### config.mk
export PLATFORM = sky130hd
export DESIGN_NAME = train_event_detector_core
export DESIGN_NICKNAME = d
export VERILOG_FILES = /design/src/ted_pkg.sv /design/src/train_event_detector_core.sv
export SDC_FILE = /design/constraint.sdc
export NUM_CORES = 1
export LEC_CHECK = 0
export BUFFER_PORTS_ARGS = -buffer_cell sky130_fd_sc_hd__buf_2
export CAP_MARGIN = 20
export CORE_ASPECT_RATIO = 1.2
export CORE_UTILIZATION = 55
export CTS_CLUSTER_DIAMETER = 60
export DETAILED_ROUTE_END_ITERATION = 6
export PLACE_DENSITY = 0.73
export SLEW_MARGIN = 20
export SYNTH_ARGS = -nofsm -noshare
export SYNTH_HDL_FRONTEND = slang
export SYNTH_SLANG_ARGS = --single-unit
### constraint.sdc
create_clock -name clock -period 10.1 [get_ports clock]
set_input_delay 0.505 -clock clock [delete_from_list [all_inputs] [get_ports clock]]
set_output_delay 0.505 -clock clock [all_outputs]
set_load 0.01 [all_outputs]
### src/ted_pkg.sv
`timescale 1ns / 1ps
// ----------------------------------------------------------------------------
// Train event detector package
// Request and response types, mode codes, register indexes and fixed limits.
// ----------------------------------------------------------------------------
package ted_pkg;

   localparam int COUNT_WIDTH = 16;
   localparam int TIME_WIDTH  = 32;
   localparam int CODE_WIDTH  = 10;
   localparam int CSR_IDX_W   = 4;
   localparam int CSR_DATA_W  = 16;
   // power of two and at least 2: the queue pointers wrap on their own width
   localparam int OUT_DEPTH   = 4;

   localparam logic [COUNT_WIDTH-1:0] JUMP_LIMIT      = COUNT_WIDTH'(100);
   localparam logic [TIME_WIDTH-1:0]  CONFIRM_TIMEOUT = TIME_WIDTH'(70);
   localparam logic [CODE_WIDTH-1:0]  DEP_ID_BASE     = CODE_WIDTH'(50);
   localparam logic [CODE_WIDTH-1:0]  ARR_ID_BASE     = CODE_WIDTH'(60);
   localparam logic [COUNT_WIDTH-1:0] THRESHOLD_RESET = COUNT_WIDTH'(4);
   localparam logic [15:0]            QUIET_RESET     = 16'd15;

   localparam logic KIND_DEPARTURE = 1'b0;
   localparam logic KIND_ARRIVAL   = 1'b1;

   typedef enum logic [2:0] {
      MODE_WAITING  = 3'b001,
      MODE_PENDING  = 3'b010,
      MODE_TRAILING = 3'b100
   } mode_type;

   typedef enum logic [CSR_IDX_W-1:0] {
      CSR_DEPARTURE_CODE    = 4'd0,
      CSR_ARRIVAL_CODE      = 4'd1,
      CSR_CONFIRM_ENABLED   = 4'd2,
      CSR_INITIAL_DEPARTURE = 4'd3,
      CSR_INITIAL_ARRIVAL   = 4'd4,
      CSR_INITIAL_CONFIRM   = 4'd5,
      CSR_COUNT_THRESHOLD   = 4'd6,
      CSR_QUIET_SECONDS     = 4'd7
   } csr_index_type;

   typedef struct packed {
      logic [COUNT_WIDTH-1:0] departure_sample;
      logic [COUNT_WIDTH-1:0] arrival_sample;
      logic [COUNT_WIDTH-1:0] confirm_sample;
      logic [TIME_WIDTH-1:0]  now_seconds;
   } req_type;

   typedef struct packed {
      logic [CODE_WIDTH-1:0] event_id;
      logic                  event_kind;
      logic [TIME_WIDTH-1:0] event_start;
      logic                  was_confirmed;
      logic                  last_of_run;
   } rsp_type;

endpackage

### src/train_event_detector_core.sv
`timescale 1ns / 1ps
// ----------------------------------------------------------------------------
// Train event detector core
// Tracks wrapping departure, arrival and confirm counters and reports
// departure and arrival events, directly or after confirmation.
// ----------------------------------------------------------------------------
// A request is taken into an input register on the edge it is accepted and is
// worked off in one pass once the queue has at least two free places, which
// updates the detector state and writes zero, one or two responses into an
// OUT_DEPTH-entry response queue; a response shows on rsp_valid only after
// its request has been registered and worked off. One request is taken per cycle
// while the queue has at least two free places; the queue drains one response
// per cycle while rsp_stall is low, so the sustained rate is one request per
// cycle as long as requests average at most one response each. Configuration
// writes are taken whenever the input register is empty.
module train_event_detector_core
   import ted_pkg::*;
(
   input  logic                  clock,
   input  logic                  reset,
   input  logic                  req_valid,
   output logic                  req_stall,
   input  req_type               req_payload,
   output logic                  rsp_valid,
   input  logic                  rsp_stall,
   output rsp_type               rsp_payload,
   input  logic                  csr_valid,
   output logic                  csr_ready,
   input  logic [CSR_IDX_W-1:0]  csr_index,
   input  logic [CSR_DATA_W-1:0] csr_data
);

   localparam int PTR_W = $clog2(OUT_DEPTH);
   localparam int CNT_W = $clog2(OUT_DEPTH + 1);
   localparam logic [CNT_W-1:0] ROOM_LIMIT = CNT_W'(OUT_DEPTH - 2);

   // configuration
   logic [CODE_WIDTH-1:0]  dep_code_ff, dep_code_in;
   logic [CODE_WIDTH-1:0]  arr_code_ff, arr_code_in;
   logic                   confirm_en_ff, confirm_en_in;
   logic [COUNT_WIDTH-1:0] threshold_ff, threshold_in;
   logic [15:0]            quiet_ff, quiet_in;

   // detector state
   mode_type               mode_ff, mode_in;
   logic [COUNT_WIDTH-1:0] dep_epoch_ff, dep_epoch_in;
   logic [COUNT_WIDTH-1:0] dep_prev_ff, dep_prev_in;
   logic [COUNT_WIDTH-1:0] arr_epoch_ff, arr_epoch_in;
   logic [COUNT_WIDTH-1:0] arr_prev_ff, arr_prev_in;
   logic [COUNT_WIDTH-1:0] con_epoch_ff, con_epoch_in;
   logic [COUNT_WIDTH-1:0] con_prev_ff, con_prev_in;
   logic                   cur_kind_ff, cur_kind_in;
   logic [TIME_WIDTH-1:0]  start_stamp_ff, start_stamp_in;
   logic [TIME_WIDTH-1:0]  change_stamp_ff, change_stamp_in;
   logic                   awaiting_ff, awaiting_in;
   logic                   held_kind_ff, held_kind_in;
   logic [TIME_WIDTH-1:0]  held_start_ff, held_start_in;
   logic [TIME_WIDTH-1:0]  window_start_ff, window_start_in;

   // input register
   logic                   in_valid_ff, in_valid_in;
   req_type                in_data_ff;

   // response queue
   rsp_type                queue_ff [OUT_DEPTH];
   logic [PTR_W-1:0]       wr_ptr_ff, wr_ptr_in;
   logic [PTR_W-1:0]       rd_ptr_ff, rd_ptr_in;
   logic [CNT_W-1:0]       count_ff, count_in;

   logic                   req_accept;
   logic                   csr_write;
   logic                   process_go;
   logic                   pop;

   logic [COUNT_WIDTH-1:0] dep_total, arr_total, con_total;
   logic [COUNT_WIDTH-1:0] dep_delta, arr_delta;
   logic                   changed;
   logic                   jump;
   logic [TIME_WIDTH-1:0]  change_stamp_new;
   logic                   quiet_gap;

   logic                   hold_now;
   logic                   direct_emit, confirm_emit;
   rsp_type                direct_rsp, confirm_rsp;
   rsp_type                first_rsp, second_rsp;
   logic [1:0]             push_count;

   function automatic logic [CODE_WIDTH-1:0] event_code(
      input logic                  kind,
      input logic [CODE_WIDTH-1:0] dep_code,
      input logic [CODE_WIDTH-1:0] arr_code
   );
      return (kind == KIND_ARRIVAL) ? ARR_ID_BASE + arr_code : DEP_ID_BASE + dep_code;
   endfunction

   // handshakes
   assign process_go = in_valid_ff && (count_ff <= ROOM_LIMIT);
   assign req_stall  = in_valid_ff && !process_go;
   assign req_accept = req_valid && !req_stall;
   assign csr_ready  = !in_valid_ff;
   assign csr_write  = csr_valid && csr_ready;
   assign rsp_valid  = (count_ff != '0);
   assign pop        = rsp_valid && !rsp_stall;
   assign rsp_payload = queue_ff[rd_ptr_ff];

   // wrap-aware totals and deltas against the old epochs and previous samples
   assign dep_total = in_data_ff.departure_sample - dep_epoch_ff;
   assign arr_total = in_data_ff.arrival_sample - arr_epoch_ff;
   assign con_total = in_data_ff.confirm_sample - con_epoch_ff;
   assign dep_delta = in_data_ff.departure_sample - dep_prev_ff;
   assign arr_delta = in_data_ff.arrival_sample - arr_prev_ff;

   assign changed          = (dep_delta != '0) || (arr_delta != '0);
   assign jump             = (dep_delta > JUMP_LIMIT) || (arr_delta > JUMP_LIMIT);
   assign change_stamp_new = changed ? in_data_ff.now_seconds : change_stamp_ff;
   assign quiet_gap = (in_data_ff.now_seconds - change_stamp_new) > TIME_WIDTH'(quiet_ff);

   always_comb begin
      dep_code_in     = dep_code_ff;
      arr_code_in     = arr_code_ff;
      confirm_en_in   = confirm_en_ff;
      threshold_in    = threshold_ff;
      quiet_in        = quiet_ff;
      mode_in         = mode_ff;
      dep_epoch_in    = dep_epoch_ff;
      dep_prev_in     = dep_prev_ff;
      arr_epoch_in    = arr_epoch_ff;
      arr_prev_in     = arr_prev_ff;
      con_epoch_in    = con_epoch_ff;
      con_prev_in     = con_prev_ff;
      cur_kind_in     = cur_kind_ff;
      start_stamp_in  = start_stamp_ff;
      change_stamp_in = change_stamp_ff;
      awaiting_in     = awaiting_ff;
      held_kind_in    = held_kind_ff;
      held_start_in   = held_start_ff;
      window_start_in = window_start_ff;
      hold_now        = 1'b0;
      direct_emit     = 1'b0;
      confirm_emit    = 1'b0;

      if (process_go) begin
         change_stamp_in = change_stamp_new;
         if (jump) begin
            dep_epoch_in = in_data_ff.departure_sample;
            arr_epoch_in = in_data_ff.arrival_sample;
         end

         unique case (mode_ff)
            MODE_WAITING: begin
               if (dep_total != '0) begin
                  cur_kind_in    = KIND_DEPARTURE;
                  mode_in        = MODE_PENDING;
                  start_stamp_in = in_data_ff.now_seconds;
               end else if (arr_total != '0) begin
                  cur_kind_in    = KIND_ARRIVAL;
                  mode_in        = MODE_PENDING;
                  start_stamp_in = in_data_ff.now_seconds;
               end
            end
            MODE_PENDING: begin
               if ((dep_total > threshold_ff) && (arr_total > threshold_ff)) begin
                  mode_in = MODE_TRAILING;
                  if (!confirm_en_ff || (cur_kind_ff == KIND_ARRIVAL)) begin
                     direct_emit = 1'b1;
                  end else begin
                     // hold the departure; confirm count restarts from here
                     hold_now        = 1'b1;
                     held_kind_in    = cur_kind_ff;
                     held_start_in   = start_stamp_ff;
                     window_start_in = in_data_ff.now_seconds;
                     con_epoch_in    = in_data_ff.confirm_sample;
                     awaiting_in     = 1'b1;
                  end
               end else if (quiet_gap) begin
                  mode_in = MODE_WAITING;
               end
            end
            default: begin
               if (quiet_gap) begin
                  mode_in      = MODE_WAITING;
                  dep_epoch_in = dep_prev_ff;
                  arr_epoch_in = arr_prev_ff;
               end
            end
         endcase

         // a hold taken in this pass sees a zero confirm total and no timeout
         if (awaiting_ff && !hold_now) begin
            if (con_total > threshold_ff) begin
               confirm_emit = 1'b1;
               awaiting_in  = 1'b0;
            end else if ((in_data_ff.now_seconds - window_start_ff) > CONFIRM_TIMEOUT) begin
               awaiting_in = 1'b0;
            end
         end

         dep_prev_in = in_data_ff.departure_sample;
         arr_prev_in = in_data_ff.arrival_sample;
         con_prev_in = in_data_ff.confirm_sample;
      end else if (csr_write) begin
         unique case (csr_index)
            CSR_DEPARTURE_CODE: begin
               dep_code_in = csr_data[CODE_WIDTH-1:0];
               mode_in     = MODE_WAITING;
            end
            CSR_ARRIVAL_CODE: begin
               arr_code_in = csr_data[CODE_WIDTH-1:0];
               mode_in     = MODE_WAITING;
            end
            CSR_CONFIRM_ENABLED: begin
               confirm_en_in = csr_data[0];
               mode_in       = MODE_WAITING;
            end
            CSR_INITIAL_DEPARTURE: begin
               dep_epoch_in = csr_data[COUNT_WIDTH-1:0];
               dep_prev_in  = csr_data[COUNT_WIDTH-1:0];
               mode_in      = MODE_WAITING;
               awaiting_in  = 1'b0;
            end
            CSR_INITIAL_ARRIVAL: begin
               arr_epoch_in = csr_data[COUNT_WIDTH-1:0];
               arr_prev_in  = csr_data[COUNT_WIDTH-1:0];
               mode_in      = MODE_WAITING;
               awaiting_in  = 1'b0;
            end
            CSR_INITIAL_CONFIRM: begin
               con_epoch_in = csr_data[COUNT_WIDTH-1:0];
               con_prev_in  = csr_data[COUNT_WIDTH-1:0];
               mode_in      = MODE_WAITING;
               awaiting_in  = 1'b0;
            end
            CSR_COUNT_THRESHOLD: threshold_in = csr_data[COUNT_WIDTH-1:0];
            CSR_QUIET_SECONDS:   quiet_in     = csr_data;
            default: ;
         endcase
      end
   end

   // responses of this pass: a direct event goes ahead of a confirmed one
   always_comb begin
      direct_rsp.event_id      = event_code(cur_kind_ff, dep_code_ff, arr_code_ff);
      direct_rsp.event_kind    = cur_kind_ff;
      direct_rsp.event_start   = start_stamp_ff;
      direct_rsp.was_confirmed = 1'b0;
      direct_rsp.last_of_run   = !confirm_emit;

      confirm_rsp.event_id      = event_code(held_kind_ff, dep_code_ff, arr_code_ff);
      confirm_rsp.event_kind    = held_kind_ff;
      confirm_rsp.event_start   = held_start_ff;
      confirm_rsp.was_confirmed = 1'b1;
      confirm_rsp.last_of_run   = 1'b1;

      first_rsp  = direct_emit ? direct_rsp : confirm_rsp;
      second_rsp = confirm_rsp;
      push_count = 2'(direct_emit) + 2'(confirm_emit);
   end

   always_comb begin
      if (req_accept) begin
         in_valid_in = 1'b1;
      end else if (process_go) begin
         in_valid_in = 1'b0;
      end else begin
         in_valid_in = in_valid_ff;
      end
      wr_ptr_in = wr_ptr_ff + PTR_W'(push_count);
      rd_ptr_in = pop ? rd_ptr_ff + PTR_W'(1) : rd_ptr_ff;
      count_in  = count_ff + CNT_W'(push_count) - CNT_W'(pop);
   end

   always_ff @(posedge clock) begin
      if (reset) begin
         dep_code_ff     <= '0;
         arr_code_ff     <= '0;
         confirm_en_ff   <= 1'b0;
         threshold_ff    <= THRESHOLD_RESET;
         quiet_ff        <= QUIET_RESET;
         mode_ff         <= MODE_WAITING;
         dep_epoch_ff    <= '0;
         dep_prev_ff     <= '0;
         arr_epoch_ff    <= '0;
         arr_prev_ff     <= '0;
         con_epoch_ff    <= '0;
         con_prev_ff     <= '0;
         cur_kind_ff     <= KIND_DEPARTURE;
         start_stamp_ff  <= '0;
         change_stamp_ff <= '0;
         awaiting_ff     <= 1'b0;
         held_kind_ff    <= KIND_DEPARTURE;
         held_start_ff   <= '0;
         window_start_ff <= '0;
         in_valid_ff     <= 1'b0;
         wr_ptr_ff       <= '0;
         rd_ptr_ff       <= '0;
         count_ff        <= '0;
      end else begin
         dep_code_ff     <= dep_code_in;
         arr_code_ff     <= arr_code_in;
         confirm_en_ff   <= confirm_en_in;
         threshold_ff    <= threshold_in;
         quiet_ff        <= quiet_in;
         mode_ff         <= mode_in;
         dep_epoch_ff    <= dep_epoch_in;
         dep_prev_ff     <= dep_prev_in;
         arr_epoch_ff    <= arr_epoch_in;
         arr_prev_ff     <= arr_prev_in;
         con_epoch_ff    <= con_epoch_in;
         con_prev_ff     <= con_prev_in;
         cur_kind_ff     <= cur_kind_in;
         start_stamp_ff  <= start_stamp_in;
         change_stamp_ff <= change_stamp_in;
         awaiting_ff     <= awaiting_in;
         held_kind_ff    <= held_kind_in;
         held_start_ff   <= held_start_in;
         window_start_ff <= window_start_in;
         in_valid_ff     <= in_valid_in;
         wr_ptr_ff       <= wr_ptr_in;
         rd_ptr_ff       <= rd_ptr_in;
         count_ff        <= count_in;
      end
   end

   always_ff @(posedge clock) begin
      if (req_accept) begin
         in_data_ff <= req_payload;
      end
      if (push_count != 2'd0) begin
         queue_ff[wr_ptr_ff] <= first_rsp;
      end
      if (push_count == 2'd2) begin
         queue_ff[wr_ptr_ff + PTR_W'(1)] <= second_rsp;
      end
   end

endmodule

==> impl_results.md <==
- Status: completed
- Final worst-path cycle share: 0.898
- CP max-delay cell: a2111oi_0
- DIE HEIGHT: 266 um
- Share of the synthesized area in the top cell type: 0.237
- Crit. End Element: register
- ANT nets after route: 0
- First-pass GRT wire length: 146000 um
- Chip width: 222 um
- Die area: 0.0591 mm^2
- WS Path Type: reg -> reg
- Hold buffer count at CTS: 0
- Initial antenna violation count: 1
- Setup TNS: 0 ps
- Initial DRC Count: 2288
- Leakage: 13.4 nW
- Cells after Synth: 3404
- Core footprint: 0.0573 mm^2
- Max stage delay on crit path: 780 ps
- Worst vdd ir: 158 uV
- H-Tree Depth: 2
- Pin count of the biggest net entering global routing: 97
- Std cell rows: 96
- I/O pin count: 153
- TritonRoute pass-1 iters: 6
- Worst Hold Slack: 29.9 ps
- GRT overflow: 0
- Reg-to-Reg Start: in_data_ff[54]$_DFFE_PP_
- Crit path DAT: 9550 ps
- Mean Syn Cell Area: 9.40 um^2
- Netlist Area Pre-Place: 0.0320 mm^2
- Worst-Skew Late Latency: 650 ps
- Distinct cells, synth: 93
- Slew headroom: 0.162
- Gpl congestion: 0.960
- Total CTS buffers: 58
- Vias: 27100
- Post-synth top cells: 383 x nand2_1, 285 x dfxtp_1, 269 x nor2_1
- Worst Setup EP: dep_epoch_ff[14]$_SDFFE_PP0P_
- Starting Density: 0.558
- Vias per cell: 6.37
- Clock transition at path regs: 70 ps
- Seq cells post-synth: 537
- Fin. Hold Viols: 0
- PortBufs: 152
- Crit path top cell by count: ha_1
- Maximum clock path buffer count: 3
- Dominant cell by count in the synthesized netlist: nand2_1
- Worst min path class: in -> reg
- # nets final: 3775
- RSZ-0062 raised after global routing: no
- Sequential share of the synthesized area: 0.415
- CTS tree: yes
- Max Cap Violations: 0
- Setup-failing EPs final: 0
- Post-CTS Repair Setup Buffers: 0
- R2r worst-path depth: 34
- Layout cells sized above 1: 0.117
- CP Launch Type: register
- Synth area leader: edfxtp_1
- FFs w/ async S/R, synth: 0
- Fmax: 110 MHz
- Clock Skew: 54.1 ps
- Crit path from: in_data_ff[54]$_DFFE_PP_
- Root Driver: clkbuf_16
- Crit Path Max Fanout: 49
- Detailed Route WL: 95700 um
- Worst path required time: 10580 ps
- Area delta synth->final: 10.9%
- Worst r2r dst: dep_epoch_ff[14]$_SDFFE_PP0P_
- Wire per inst: 22.5 um
- Reg2Reg Setup Slack: 1030 ps
- Minimum clock period: 9070 ps
- P per Cell Area: 189 mW/mm^2
- Clk sinks: 537
- Post-CTS sizing: 0
- Tightest Pin Transition: 1260 ps
- Synth top area cells: edfxtp_1 24%, dfxtp_1 18%, ha_1 7.8%
- Yosys warns: 0
- Global Route Usage Sum: 0.316
- Dominant synthesized flop cell: dfxtp_1
- Slew Limit Fails: 0
- Vias in the first global route: 26600
- DPL Wire Length: 67300 um
- Number of synthesized flops with an enable pin: 252
- Syn_nets: 3714
- DR DRC count: 0
## worst max-delay path, delay by kind of cell, from the launching register on
family | cells | cell delay (ps)
flip-flops | 1 | 440
AO/OA/AOI/OAI | 15 | 4060
buffers and inverters | 1 | 580
multiplexers | 1 | 280
AND/OR/NAND/NOR | 13 | 2420
adder cells (fa/ha/maj) | 3 | 990
XOR/XNOR | 1 | 110
## power breakdown
group	leakage, nW	internal (W)	switching (W)
clock	1.01	0.00133	0.000951
combinational	7.63	0.000764	0.00116
sequential	4.75	0.00240	0.000121
total	13.4	0.00449	0.00223
## placed cells by master (no fill, tap or decap), drive strengths merged, types with 20 or more instances in the layout
master / Yosys / final
nor3: 36 / 36
nor2b: 33 / 33
a22o: 132 / 132
mux4: 45 / 45
ha: 200 / 200
edfxtp: 252 / 252
and3: 20 / 20
nor2: 269 / 269
a31oi: 35 / 35
nand2: 383 / 383
nand3: 54 / 54
nand2b: 50 / 50
clkinv: 0 / 22
mux2i: 106 / 106
a22oi: 23 / 23
a21oi: 247 / 247
xnor2: 57 / 57
a211oi: 82 / 82
mux2: 35 / 35
clkbuf: 161 / 70
o21ai: 123 / 123
buf: 18 / 179
inv: 234 / 243
a311oi: 20 / 20
o22ai: 60 / 60
o21a: 22 / 22
and2: 32 / 32
a21o: 55 / 55
xor2: 32 / 32
dfxtp: 285 / 285
nand4: 27 / 27
or3: 29 / 29
a21boi: 20 / 20
## area by class of cell
cell class	instances	area, um^2
antenna	2	5.00
clock buffer	69	1560
clock inverter	41	485
fill	4703	21800
inverter	234	878
multi-input combinational	2454	17300
sequential	537	13300
tap	735	920
timing repair buffer	180	1050
## how the worst min path moves through the flow
| stage | from | endpoint | slack, ps | depth (start not counted) |
|---|---|---|---|---|
| floorplan | queue_ff[2][0]$_SDFFE_PP1P_ | queue_ff[2][0]$_SDFFE_PP1P_ | 430 | 1 |
| CTS | req_payload[75] | in_data_ff[75]$_DFFE_PP_ | 9 | 1 |
| global placement | threshold_ff[5]$_SDFFE_PP0P_ | threshold_ff[5]$_SDFFE_PP0P_ | 440 | 2 |
| global route | req_payload[78] | in_data_ff[78]$_DFFE_PP_ | 10 | 1 |
| finish | req_payload[75] | in_data_ff[75]$_DFFE_PP_ | 30 | 1 |
| detailed placement | window_start_ff[19]$_SDFFE_PP0P_ | window_start_ff[19]$_SDFFE_PP0P_ | 450 | 2 |
## logic make-up (layout without fill, tap and decap cells)
group / count (synthesis) / count (layout) / synth area share
AOI/OAI and AO/OA: 952 / 952 / 0.202
xor gates and xnor gates: 89 / 89 / 0.0244
adders and majority gates: 214 / 214 / 0.0842
buffers and inverters: 413 / 524 / 0.0499
DFF: 537 / 537 / 0.415
muxes: 186 / 186 / 0.0772
other: 0 / 2 / 0
and+or+nand+nor: 1013 / 1013 / 0.147
## through the flow
stage	instance area, um^2	setup slack (ps)	total power, W	utilization	std cells
2_1_floorplan	32000	2030	0.00388	-	3404
3_3_place_gp	33300	1290	0.00438	0.581	4136
3_5_place_dp	33300	1140	0.00444	0.582	4136
4_1_cts	35400	1140	0.00671	0.617	4246
5_1_grt	35500	532	0.00701	0.619	4251
6_report	35500	1030	0.00672	0.619	4252
## state kept, by name, summed over array words and instances (netlist names), 10 cells and up, named ones only
signal           flops
change_stamp_ff     32
start_stamp_ff      32
arr_prev_ff         16
threshold_ff        16
held_start_ff       32
arr_epoch_ff        16
con_epoch_ff        16
quiet_ff            16
dep_code_ff         10
arr_code_ff         10
dep_epoch_ff        16
dep_prev_ff         16
window_start_ff     32
in_data_ff          80
queue_ff           180
## layer usage
layer  global-route usage  part of all wire  up-vias
met2                0.558              0.49     1088
met4                0.198             0.061        0
li1                     -                 -    12600
met1                0.358              0.38    13100
met3               0.0462             0.063      286
met5                    0                 0        -
Note: power is estimated with default switching activity, not from simulation.
